### config.mk
export PLATFORM = sky130hd
export DESIGN_NAME = hbv_reservoir_three_outlet_routing
export DESIGN_NICKNAME = d
export VERILOG_FILES = /design/src/sv/hbvr_pkg.sv /design/src/sv/hbv_reservoir_three_outlet_routing.sv
export SDC_FILE = /design/constraint.sdc
export NUM_CORES = 2
export LEC_CHECK = 0
export ABC_CLOCK_PERIOD_IN_PS = 11900
export BUFFER_PORTS_ARGS = -buffer_cell sky130_fd_sc_hd__buf_2
export CAP_MARGIN = 20
export CORE_UTILIZATION = 50
export DETAILED_ROUTE_END_ITERATION = 7
export PLACE_DENSITY = 0.65
export SLEW_MARGIN = 20
export SYNTH_ARGS = -nofsm -noshare
export SYNTH_HDL_FRONTEND = slang
export SYNTH_SLANG_ARGS = --single-unit
### constraint.sdc
create_clock -name clock -period 11.9 [get_ports clock]
set_clock_uncertainty 0.1 [all_clocks]
set_input_delay 1.19 -clock clock [delete_from_list [all_inputs] [get_ports clock]]
set_output_delay 1.19 -clock clock [all_outputs]
set_load 0.05 [all_outputs]
### src/sv/hbvr_pkg.sv
`timescale 1ns / 1ps
`default_nettype none

package hbvr_pkg;

   // Widths of storage, flows and thresholds (Q16.16)
   localparam int DATA_W    = 32;
   localparam int CSR_IDX_W = 3;

   // Default coefficient width (Q0.16)
   localparam int COEF_BITS_DEF = 16;

   localparam logic [DATA_W-1:0] FULL_SCALE = {DATA_W{1'b1}};

   // Register reset values
   localparam logic [DATA_W-1:0] INIT_STORAGE_RESET = 32'd0;
   localparam logic [DATA_W-1:0] FAST_COEF_RESET    = 32'd39322;
   localparam logic [DATA_W-1:0] MID_COEF_RESET     = 32'd19661;
   localparam logic [DATA_W-1:0] BASE_COEF_RESET    = 32'd3277;
   localparam logic [DATA_W-1:0] UPPER_THR_RESET    = 32'd1310720;
   localparam logic [DATA_W-1:0] PERC_THR_RESET     = 32'd131072;

   // Register indexes
   localparam logic [CSR_IDX_W-1:0] CSR_INIT_STORAGE = 3'd0;
   localparam logic [CSR_IDX_W-1:0] CSR_FAST_COEF    = 3'd1;
   localparam logic [CSR_IDX_W-1:0] CSR_MID_COEF     = 3'd2;
   localparam logic [CSR_IDX_W-1:0] CSR_BASE_COEF    = 3'd3;
   localparam logic [CSR_IDX_W-1:0] CSR_UPPER_THR    = 3'd4;
   localparam logic [CSR_IDX_W-1:0] CSR_PERC_THR     = 3'd5;

   // Sequencer states
   typedef enum logic [2:0] {
      ST_IDLE,
      ST_LOAD,
      ST_MUL,
      ST_POST,
      ST_ADJ,
      ST_TOTAL,
      ST_DONE
   } state_type;

   // Outlet currently served by the shared multiplier
   typedef enum logic [1:0] {
      OUT_FAST,
      OUT_MID,
      OUT_BASE
   } outlet_type;

   // Sum with clip flag in the top bit
   typedef struct packed {
      logic              clip;
      logic [DATA_W-1:0] sum;
   } sat_sum_type;

   function automatic sat_sum_type sat_add(input logic [DATA_W-1:0] a,
                                           input logic [DATA_W-1:0] b);
      logic [DATA_W:0] s;
      sat_sum_type     r;
      s = {1'b0, a} + {1'b0, b};
      if (s[DATA_W]) begin
         r.clip = 1'b1;
         r.sum  = FULL_SCALE;
      end else begin
         r.clip = 1'b0;
         r.sum  = s[DATA_W-1:0];
      end
      return r;
   endfunction

endpackage

`default_nettype wire

### src/sv/hbv_reservoir_three_outlet_routing.sv
// Steps: load, then multiply and post per outlet from the starting band down to base
// (an adjust step after fast), then total and finish; an order error skips to finish.
// Throughput: one item at a time; the next beat can be taken in the cycle after the
// result is loaded into the output register. One 32 x COEF_BITS multiplier serves all
// outlets. Reset: synchronous active high; registers return to defaults,
// storage empties and the next item reloads the initial storage.
`timescale 1ns / 1ps
`default_nettype none

module hbv_reservoir_three_outlet_routing #(
   parameter int COEF_BITS = hbvr_pkg::COEF_BITS_DEF
) (
   input  wire logic                           clock,
   input  wire logic                           reset,
   // input channel
   input  wire logic                           req_valid,
   output logic                                req_stall,
   input  wire logic [hbvr_pkg::DATA_W-1:0]    req_runoff_in,
   // result channel
   output logic                                rsp_valid,
   input  wire logic                           rsp_stall,
   output logic [hbvr_pkg::DATA_W-1:0]         rsp_total_flow,
   output logic [hbvr_pkg::DATA_W-1:0]         rsp_fast_flow,
   output logic [hbvr_pkg::DATA_W-1:0]         rsp_mid_flow,
   output logic [hbvr_pkg::DATA_W-1:0]         rsp_base_flow,
   output logic [hbvr_pkg::DATA_W-1:0]         rsp_storage_out,
   output logic                                rsp_saturated,
   output logic                                rsp_config_error,
   // configuration channel
   input  wire logic                           csr_valid,
   output logic                                csr_ready,
   input  wire logic [hbvr_pkg::CSR_IDX_W-1:0] csr_index,
   input  wire logic [hbvr_pkg::DATA_W-1:0]    csr_data
);
   import hbvr_pkg::*;

   localparam int PROD_W = DATA_W + COEF_BITS;

   localparam logic [COEF_BITS-1:0] FAST_RST = COEF_BITS'(FAST_COEF_RESET);
   localparam logic [COEF_BITS-1:0] MID_RST  = COEF_BITS'(MID_COEF_RESET);
   localparam logic [COEF_BITS-1:0] BASE_RST = COEF_BITS'(BASE_COEF_RESET);

   // configuration registers
   logic [DATA_W-1:0]    init_ff;
   logic [COEF_BITS-1:0] fast_ff;
   logic [COEF_BITS-1:0] mid_ff;
   logic [COEF_BITS-1:0] base_ff;
   logic [DATA_W-1:0]    upper_ff;
   logic [DATA_W-1:0]    perc_ff;

   // sequencer and datapath
   state_type         state_ff, state_in;
   outlet_type        outlet_ff, outlet_in;
   logic [DATA_W-1:0] runoff_ff, runoff_in;
   logic [DATA_W-1:0] s_ff, s_in;
   logic [DATA_W-1:0] amt_ff, amt_in;
   logic [PROD_W-1:0] prod_ff, prod_in;
   logic [DATA_W-1:0] q0_ff, q0_in;
   logic [DATA_W-1:0] q1_ff, q1_in;
   logic [DATA_W-1:0] q2_ff, q2_in;
   logic [DATA_W-1:0] total_ff, total_in;
   logic              clip_ff, clip_in;
   logic              err_ff, err_in;

   // reservoir state
   logic [DATA_W-1:0] storage_ff;
   logic              started_ff;

   // output register
   logic              rsp_valid_ff;
   logic [DATA_W-1:0] rsp_total_ff;
   logic [DATA_W-1:0] rsp_fast_ff;
   logic [DATA_W-1:0] rsp_mid_ff;
   logic [DATA_W-1:0] rsp_base_ff;
   logic [DATA_W-1:0] rsp_storage_ff;
   logic              rsp_sat_ff;
   logic              rsp_err_ff;

   // combinational helpers
   logic              req_take;
   logic              rsp_free;
   logic              out_load;
   logic              commit;
   logic [DATA_W-1:0] start_s;
   logic              order_ok;
   logic [DATA_W-1:0] thr_sel;
   logic [COEF_BITS-1:0] coef_sel;
   logic [DATA_W-1:0] q_cur;
   logic [DATA_W-1:0] sub_a, sub_b, diff;
   logic [DATA_W-1:0] add_b;
   sat_sum_type       add_r;
   logic [DATA_W+1:0] tot3;

   assign req_take = req_valid && !req_stall;
   assign rsp_free = !rsp_valid_ff || !rsp_stall;
   assign start_s  = started_ff ? storage_ff : init_ff;
   assign order_ok = (fast_ff > mid_ff) && (mid_ff > base_ff) && (upper_ff > perc_ff);
   assign q_cur    = prod_ff[COEF_BITS +: DATA_W];
   assign csr_ready = 1'b1;

   // select threshold and coefficient of the current outlet
   always_comb begin
      case (outlet_ff)
         OUT_FAST: begin
            thr_sel  = upper_ff;
            coef_sel = fast_ff;
         end
         OUT_MID: begin
            thr_sel  = perc_ff;
            coef_sel = mid_ff;
         end
         default: begin
            thr_sel  = '0;
            coef_sel = base_ff;
         end
      endcase
   end

   // shared subtract and saturating add
   always_comb begin
      case (state_ff)
         ST_LOAD: begin
            sub_a = s_ff;
            sub_b = thr_sel;
            add_b = runoff_ff;
         end
         ST_POST: begin
            sub_a = amt_ff;
            sub_b = q_cur;
            add_b = thr_sel;
         end
         default: begin
            sub_a = s_ff;
            sub_b = perc_ff;
            add_b = thr_sel;
         end
      endcase
      diff  = sub_a - sub_b;
      add_r = sat_add(diff, add_b);
   end

   assign tot3 = {2'b00, q0_ff} + {2'b00, q1_ff} + {2'b00, q2_ff};

   // next state
   always_comb begin
      state_in = state_ff;
      case (state_ff)
         ST_IDLE:  if (req_take) state_in = ST_LOAD;
         ST_LOAD:  state_in = err_ff ? ST_DONE : ST_MUL;
         ST_MUL:   state_in = ST_POST;
         ST_POST: begin
            case (outlet_ff)
               OUT_FAST: state_in = ST_ADJ;
               OUT_MID:  state_in = ST_MUL;
               default:  state_in = ST_TOTAL;
            endcase
         end
         ST_ADJ:   state_in = ST_MUL;
         ST_TOTAL: state_in = ST_DONE;
         ST_DONE:  if (rsp_free) state_in = ST_IDLE;
         default:  state_in = ST_IDLE;
      endcase
   end

   // sequencer outputs
   always_comb begin
      req_stall = 1'b1;
      out_load  = 1'b0;
      case (state_ff)
         ST_IDLE: req_stall = 1'b0;
         ST_DONE: out_load  = rsp_free;
         default: req_stall = 1'b1;
      endcase
      commit = out_load && !err_ff;
   end

   // datapath next values
   always_comb begin
      outlet_in = outlet_ff;
      runoff_in = runoff_ff;
      s_in      = s_ff;
      amt_in    = amt_ff;
      prod_in   = prod_ff;
      q0_in     = q0_ff;
      q1_in     = q1_ff;
      q2_in     = q2_ff;
      total_in  = total_ff;
      clip_in   = clip_ff;
      err_in    = err_ff;
      case (state_ff)
         ST_IDLE: begin
            // capture the beat and pick the starting band
            if (req_take) begin
               runoff_in = req_runoff_in;
               s_in      = start_s;
               err_in    = !order_ok;
               clip_in   = 1'b0;
               q0_in     = '0;
               q1_in     = '0;
               q2_in     = '0;
               total_in  = '0;
               if (start_s > upper_ff) begin
                  outlet_in = OUT_FAST;
               end else if (start_s > perc_ff) begin
                  outlet_in = OUT_MID;
               end else begin
                  outlet_in = OUT_BASE;
               end
            end
         end
         ST_LOAD: begin
            // excess over the band threshold plus runoff
            if (!err_ff) begin
               amt_in  = add_r.sum;
               clip_in = clip_ff | add_r.clip;
            end
         end
         ST_MUL: begin
            prod_in = PROD_W'(amt_ff) * PROD_W'(coef_sel);
         end
         ST_POST: begin
            // take the outlet flow and restore the threshold
            case (outlet_ff)
               OUT_FAST: begin
                  q0_in   = q_cur;
                  s_in    = add_r.sum;
                  clip_in = clip_ff | add_r.clip;
               end
               OUT_MID: begin
                  q1_in     = q_cur;
                  s_in      = add_r.sum;
                  amt_in    = add_r.sum;
                  clip_in   = clip_ff | add_r.clip;
                  outlet_in = OUT_BASE;
               end
               default: begin
                  q2_in = q_cur;
                  s_in  = add_r.sum;
               end
            endcase
         end
         ST_ADJ: begin
            // excess over the percolation level feeds the mid outlet
            amt_in    = diff;
            outlet_in = OUT_MID;
         end
         ST_TOTAL: begin
            if (|tot3[DATA_W+1:DATA_W]) begin
               total_in = FULL_SCALE;
               clip_in  = 1'b1;
            end else begin
               total_in = tot3[DATA_W-1:0];
            end
         end
         default: begin
            clip_in = clip_ff;
         end
      endcase
   end

   // configuration registers
   always_ff @(posedge clock) begin
      if (reset) begin
         init_ff  <= INIT_STORAGE_RESET;
         fast_ff  <= FAST_RST;
         mid_ff   <= MID_RST;
         base_ff  <= BASE_RST;
         upper_ff <= UPPER_THR_RESET;
         perc_ff  <= PERC_THR_RESET;
      end else if (csr_valid && csr_ready) begin
         case (csr_index)
            CSR_INIT_STORAGE: init_ff  <= csr_data;
            CSR_FAST_COEF:    fast_ff  <= csr_data[COEF_BITS-1:0];
            CSR_MID_COEF:     mid_ff   <= csr_data[COEF_BITS-1:0];
            CSR_BASE_COEF:    base_ff  <= csr_data[COEF_BITS-1:0];
            CSR_UPPER_THR:    upper_ff <= csr_data;
            CSR_PERC_THR:     perc_ff  <= csr_data;
            default:          init_ff  <= init_ff;
         endcase
      end
   end

   // sequencer and reservoir state
   always_ff @(posedge clock) begin
      if (reset) begin
         state_ff   <= ST_IDLE;
         started_ff <= 1'b0;
         storage_ff <= '0;
      end else begin
         state_ff <= state_in;
         if (commit) begin
            storage_ff <= s_ff;
            started_ff <= 1'b1;
         end
      end
   end

   // working registers
   always_ff @(posedge clock) begin
      outlet_ff <= outlet_in;
      runoff_ff <= runoff_in;
      s_ff      <= s_in;
      amt_ff    <= amt_in;
      prod_ff   <= prod_in;
      q0_ff     <= q0_in;
      q1_ff     <= q1_in;
      q2_ff     <= q2_in;
      total_ff  <= total_in;
      clip_ff   <= clip_in;
      err_ff    <= err_in;
   end

   // output register: hold the beat until taken
   always_ff @(posedge clock) begin
      if (reset) begin
         rsp_valid_ff <= 1'b0;
      end else if (out_load) begin
         rsp_valid_ff <= 1'b1;
      end else if (!rsp_stall) begin
         rsp_valid_ff <= 1'b0;
      end
   end

   always_ff @(posedge clock) begin
      if (out_load) begin
         rsp_total_ff   <= total_ff;
         rsp_fast_ff    <= q0_ff;
         rsp_mid_ff     <= q1_ff;
         rsp_base_ff    <= q2_ff;
         rsp_storage_ff <= s_ff;
         rsp_sat_ff     <= clip_ff;
         rsp_err_ff     <= err_ff;
      end
   end

   assign rsp_valid        = rsp_valid_ff;
   assign rsp_total_flow   = rsp_total_ff;
   assign rsp_fast_flow    = rsp_fast_ff;
   assign rsp_mid_flow     = rsp_mid_ff;
   assign rsp_base_flow    = rsp_base_ff;
   assign rsp_storage_out  = rsp_storage_ff;
   assign rsp_saturated    = rsp_sat_ff;
   assign rsp_config_error = rsp_err_ff;

   // an order error reports no flow and no clip
   a_err_zero: assert property (@(posedge clock) disable iff (reset)
      rsp_valid_ff && rsp_err_ff |->
         rsp_total_ff == '0 && rsp_fast_ff == '0 && rsp_mid_ff == '0 &&
         rsp_base_ff == '0 && !rsp_sat_ff)
      else $error("order error result carries flow");

   // the total never falls below any single outlet
   a_total_bound: assert property (@(posedge clock) disable iff (reset)
      rsp_valid_ff |->
         rsp_total_ff >= rsp_fast_ff && rsp_total_ff >= rsp_mid_ff &&
         rsp_total_ff >= rsp_base_ff)
      else $error("total below an outlet flow");

   // a coefficient below one never drains more than the amount
   a_drain_bound: assert property (@(posedge clock) disable iff (reset)
      state_ff == ST_POST |-> q_cur <= amt_ff)
      else $error("outlet drains more than its amount");

   // a result beat appears only from the finish step
   a_load_src: assert property (@(posedge clock) disable iff (reset)
      $rose(rsp_valid_ff) |-> $past(state_ff == ST_DONE))
      else $error("result loaded outside finish step");

   // the reservoir starts only on a committed item
   a_start_src: assert property (@(posedge clock) disable iff (reset)
      $rose(started_ff) |-> $past(state_ff == ST_DONE && !err_ff))
      else $error("storage started without a valid item");

endmodule

`default_nettype wire

# == Word level (Yosys, flattened, before mapping) ==
# Index checks and enable logic that the tools add are counted.
# totals
word_cells,135
out_inout_bits,165
inputBits,72
register_bits,619
# classes
n_reduce_logical,35
multipliers,1
order_cmp,5
eq_ne,21
bitwise,1
mux,40
add_sub_neg,4
# op_table
operator,count
one-hot mux 32 bit (2 select lines),7
two-way mux 32 bit,11
> comparator 32 bit,3
one-hot mux 32 bit (3 select lines),1
adder 32 x 32 -> 33 bit,2
multiplier 32 x 16 -> 48 bit,1
adder 33 x 32 -> 34 bit,1
two-way mux 33 bit,1
> comparator 16 bit,2
one-hot mux 16 bit (2 select lines),1
subtractor 32 bit,1
one-hot mux 3 bit (7 select lines),1
AND reduction 2 bit,10
equality test 3 bit (second input constant),5
AND reduction 3 bit,5
equality test 3 x 2 -> 1 bit (second input constant),4
!= test 2 bit (second input constant),6
two-way mux 3 bit,3
two-way mux 1 bit,8
two-way mux 2 bit,4
equality test 3 x 1 -> 1 bit (second input constant),2
logical NOT 3 bit,2
!= test 2 x 1 -> 1 bit (second input constant),3
one-hot mux 2 bit (3 select lines),1
13 further kinds,22

# == Logic depth before layout (Yosys ltp) ==
# logic_depth
ltp_word,9
depth_mapped,31
mapped_depth_nobuf,27

# == Worst setup path before layout ==
# OpenSTA, ideal clock, no wires.
# synth_timing
path_type,in2reg
start,in rsp_stall
end,reg storage_ff[10]
setup_slack_ns,1.149
path_buffers,1
cell_stages,5
arrival_time_ns,10.519
setup_time_ns,0.132
required_ns,11.668
path_cell_list,a21oi_1 nand2b_1 clkbuf_1 nand2_1 a21oi_1
# synth_between
elab_chain_cells,4
# synth_rtl
item,line,rtl
"start, declared",hbv_reservoir_three_outlet_routing.sv:21,"input wire logic rsp_stall,"
logical NOT 1 bit,-,
logical OR 1 bit,hbv_reservoir_three_outlet_routing.sv:95,assign rsp_free = !rsp_valid_ff || !rsp_stall;
two-way mux 1 bit,hbv_reservoir_three_outlet_routing.sv:169,case (state_ff)
logical AND 1 bit,hbv_reservoir_three_outlet_routing.sv:174,commit = out_load && !err_ff;
"end signal, assigned",hbv_reservoir_three_outlet_routing.sv:288,storage_ff <= '0;
"end signal, assigned",hbv_reservoir_three_outlet_routing.sv:292,storage_ff <= s_ff;
"end, declared",hbv_reservoir_three_outlet_routing.sv:66,logic [DATA_W-1:0] storage_ff;
# No other way between the ends.
# A chain may end at the register's enable or synchronous reset.

# == Final worst setup path ==
# layout_timing
start,reg outlet_ff[0]
end,reg prod_ff[47] (data pin)
# layout_between
elab_chain_cells,3
elab_cells_between_ends,4
classes_between,mul (1); eq/ne (1); mux (1); reduce/logical (1)
# layout_rtl
item,line,rtl
"start, declared",hbv_reservoir_three_outlet_routing.sv:53,"outlet_type outlet_ff, outlet_in;"
"start signal, assigned",hbv_reservoir_three_outlet_routing.sv:300,outlet_ff <= outlet_in;
equality test 2 x 1 -> 1 bit or logical NOT 2 bit (tied branches),hbv_reservoir_three_outlet_routing.sv:103,case (outlet_ff)
one-hot mux 16 bit (2 select lines) (*),hbv_reservoir_three_outlet_routing.sv:103,
multiplier 32 x 16 -> 48 bit (*),hbv_reservoir_three_outlet_routing.sv:219,prod_in = PROD_W'(amt_ff) * PROD_W'(coef_sel);
"end signal, assigned",hbv_reservoir_three_outlet_routing.sv:304,prod_ff <= prod_in;
"end, declared",hbv_reservoir_three_outlet_routing.sv:57,"logic [PROD_W-1:0] prod_ff, prod_in;"
# Mark *: on every way between the ends. The rest lies on a longest branch, timed or not.

==> impl_results.md <==
* Sequential standard cell area at 0.0163 mm²
* CP Class: register to register
* Initial antenna violation count at 9
* Post-CTS Setup Bufs at 0
* Final setup viols at 0
* Post-Synthesis Cells at 4,698
* Die height at 306 µm
* FF-to-FF End: prod_ff[47]
* Slew Limit Fails at 0
* H-Tree Depth at 3
* Status: finished, final reports clean
* Commonest non-fill, non-tap cell in the layout: nand2_1
* GPL Wtd Cong at 0.933
* CP Data Arrival Time at 9110 ps
* CP endpoint kind: register
* Total GRT Usage at 27.7%
* Top_reg_cell synth: edfxtp_1
* Vias per Instance at 5.62
* Share of layout cells above drive strength 1 at around a tenth
* HPWL after DPL at 99,700 µm
* XOR/XNOR Fraction of Synth Area at 2.06%
* Max Cap Violations at 0
* Warnings from Yosys at 0
* R2R depth at 24
* NumNets Final at 5,698
* Max Fclk at ~0.11 GHz
* Port bufs at 235
* Maximum clock path buffer count at 3
* Synth Area in Simple Gates at approximately 15%
* Final worst setup slack at 3090 ps
* DRT Pass-1 Iters at 7
* DRC viols at 0
* Largest fanout on the critical path at 50
* Top Ports at 237
* GRT overflow at 0
* CTS tree: yes
* Worst setup SP type: register
* Routed vias at 34,100
* Post-synth ARST share at 0%
* Post-Syn Nets at between 5,000 and 6,000
* Hold EP: rsp_total_flow[14]
* Final Hold Fails at 0
* Setup Slack @ Placement at about 3000 ps
* Complex-gate fraction of the synthesized area at 10.9%
* Seq/Total Area, Yosys at a little over a third
* Commonest cells after routing, fill and taps aside: 863 x nand2_1, 559 x inv_1, 452 x fa_1, 422 x edfxtp_1, 339 x ha_1
* Worst-margin pin slew at 1040 ps
* WL final at 129,000 µm
* First-pass GRT wire length at 199,000 µm
* Hold Path Depth at 0
* CORE AREA at 0.0917 mm²
* Inserted Clock Buffers at 69
* Netlist cell types at 70
* Initial Util at 50.5%
* Remaining antenna violation count at 0
* Row count at ~110
* Mapped Avg Cell Area at 9.86 µm²
* Root Buffer: clkbuf_16
* Clock transition at path regs at 60 ps
* Vias in the first global route at 34,200
* Unrepaired setup endpoints after global routing: no
* Setup TNS at 0 ps
* WL per Instance at 21.3 µm
* Hold Crit Class: register to register
* Multi-input logic area at 0.0272 mm²
* Die width at 306 µm
* Synth Register Bits at 603
* HP Start: total_ff[14]
* Fin crit period at 8810 ps
* Crit share post-route at 74.0%
* CTS resizes at 0
* Worst-skew pair later-pin latency at 660 ps
* Number of hold buffers added after cts at 0
* FF-to-FF setup slack at roughly 3100 ps
* Worst reg2reg startpoint: outlet_ff[0]
* Number of flops mapped to enable cells by yosys at 422
* Pin count of the biggest net entering global routing at 112
* Post-synthesis mux area share at under 10%
* 1st-iter DRT viols at 2,919
* Area growth, synth to finish at 10.2%
* CP required at 12,200 ps
* Rel. slew slack at between 30% and 40%
* Total die area at roughly 0.094 mm²
* Post-Synth Adder-Cell Area at 28.7%
* Largest family of logic cells by synthesized area: adder cells
* Fillers at approximately 8,100
* Clock sink total at 603
* Netlist Area Pre-Place at ~0.046 mm²
synth_stat cells, drive strengths merged (9+ instances only):
library cell / instances / share of area (%)
nand2: 865 / 7.0
inv: 560 / 4.5
fa: 452 / 20
edfxtp: 422 / 27
a21oi: 341 / 3.7
ha: 339 / 9.2
and2: 226 / 3.1
clkbuf: 217 / 1.8
dfxtp: 181 / 7.8
nor2: 163 / 1.3
a21o: 141 / 2.3
o21ai: 126 / 1.4
xnor2: 73 / 1.4
mux2i: 52 / 1.1
and3: 46 / 0.62
nand4: 42 / 0.58
nor2b: 37 / 0.50
o31ai: 37 / 0.60
xor2: 36 / 0.68
mux2: 35 / 0.86
nand2b: 33 / 0.45
nor3: 33 / 0.36
o21a: 33 / 0.53
o311ai: 30 / 0.57
nand3: 21 / 0.23
nand3b: 19 / 0.31
a211oi: 14 / 0.23
o21bai: 14 / 0.23
or2: 12 / 0.16
a221oi: 11 / 0.21
a31oi: 10 / 0.14
a211o: 9 / 0.17
state kept, by name, summed over array words and instances (netlist names), 2 cells and up:
register	cells
s_ff	32
perc_ff	32
rsp_storage_out	32
rsp_fast_flow	32
q1_ff	32
total_ff	32
q2_ff	32
rsp_base_flow	32
storage_ff	32
base_ff	16
fast_ff	16
mid_ff	16
q0_ff	32
outlet_ff	2
state_ff	3
prod_ff	32
runoff_ff	32
rsp_mid_flow	32
rsp_total_flow	32
amt_ff	32
upper_ff	32
init_ff	32
worst max-delay path, stage by stage (launching register included):
cell	delay, ps
edfxtp_1	310
buf_4	780
mux2i_1	250
o21ai_4	800
nand2_1	170
fa_1	540
fa_1	530
fa_1	510
inv_1	50
fa_1	490
fa_1	500
inv_1	50
fa_1	480
inv_1	50
ha_1	340
and4_1	220
a221oi_1	320
o211ai_2	190
o21a_1	260
a21o_1	330
a2111o_1	480
a311o_1	330
a21oi_2	190
o21bai_1	90
xnor2_1	120
area by class of cell:
class	count	share of cell area, %
clock inverter	32	0.711
antenna	5	0.0245
inverter	560	4.12
clock buffer	90	3.78
timing repair buffer	291	3.14
sequential	603	31.9
multi-input combinational	3310	53.4
tap	1186	2.91
logic make-up (layout without fill, tap and decap cells):
logic type,count (synthesis),in the layout
fa+ha+maj,791,791
compound gates,816,816
mux,87,87
simple gates,1506,1506
buf+inv,785,973
xor+xnor,109,109
flops,603,603
other cells,1,6
metal layers:
layer,routed length [µm],global-route usage (%),up-vias
met5,30,0,-
met4,4400,9.97,6
met3,9260,5.22,213
li1,-,-,15900
met1,55600,37.5,16900
met2,60100,44.4,1165
worst max path at each step:
stage | cells past startpoint | to | from
floorplan | 5 | storage_ff[10] | rsp_stall
global placement | 25 | prod_ff[47] | outlet_ff[0]
detailed placement | 24 | prod_ff[47] | outlet_ff[0]
CTS | 24 | prod_ff[47] | outlet_ff[0]
global route | 25 | prod_ff[47] | outlet_ff[0]
finish | 24 | prod_ff[47] | outlet_ff[0]
through the flow:
step | hold slack [ps] | util [%] | std cells | area [µm²]
2_1_floorplan | 300 | - | 4698 | 46300
3_3_place_gp | 301 | 53.1 | 5950 | 48700
5_1_grt | 319 | 55.7 | 6075 | 51000
3_5_place_dp | 305 | 53.1 | 5950 | 48700
4_1_cts | 318 | 55.7 | 6072 | 51000
6_report | 317 | 55.7 | 6077 | 51000
Power is left out: the tool's default activity adds up to more than one toggle a clock period on the data nets, which glitch-free logic cannot reach.
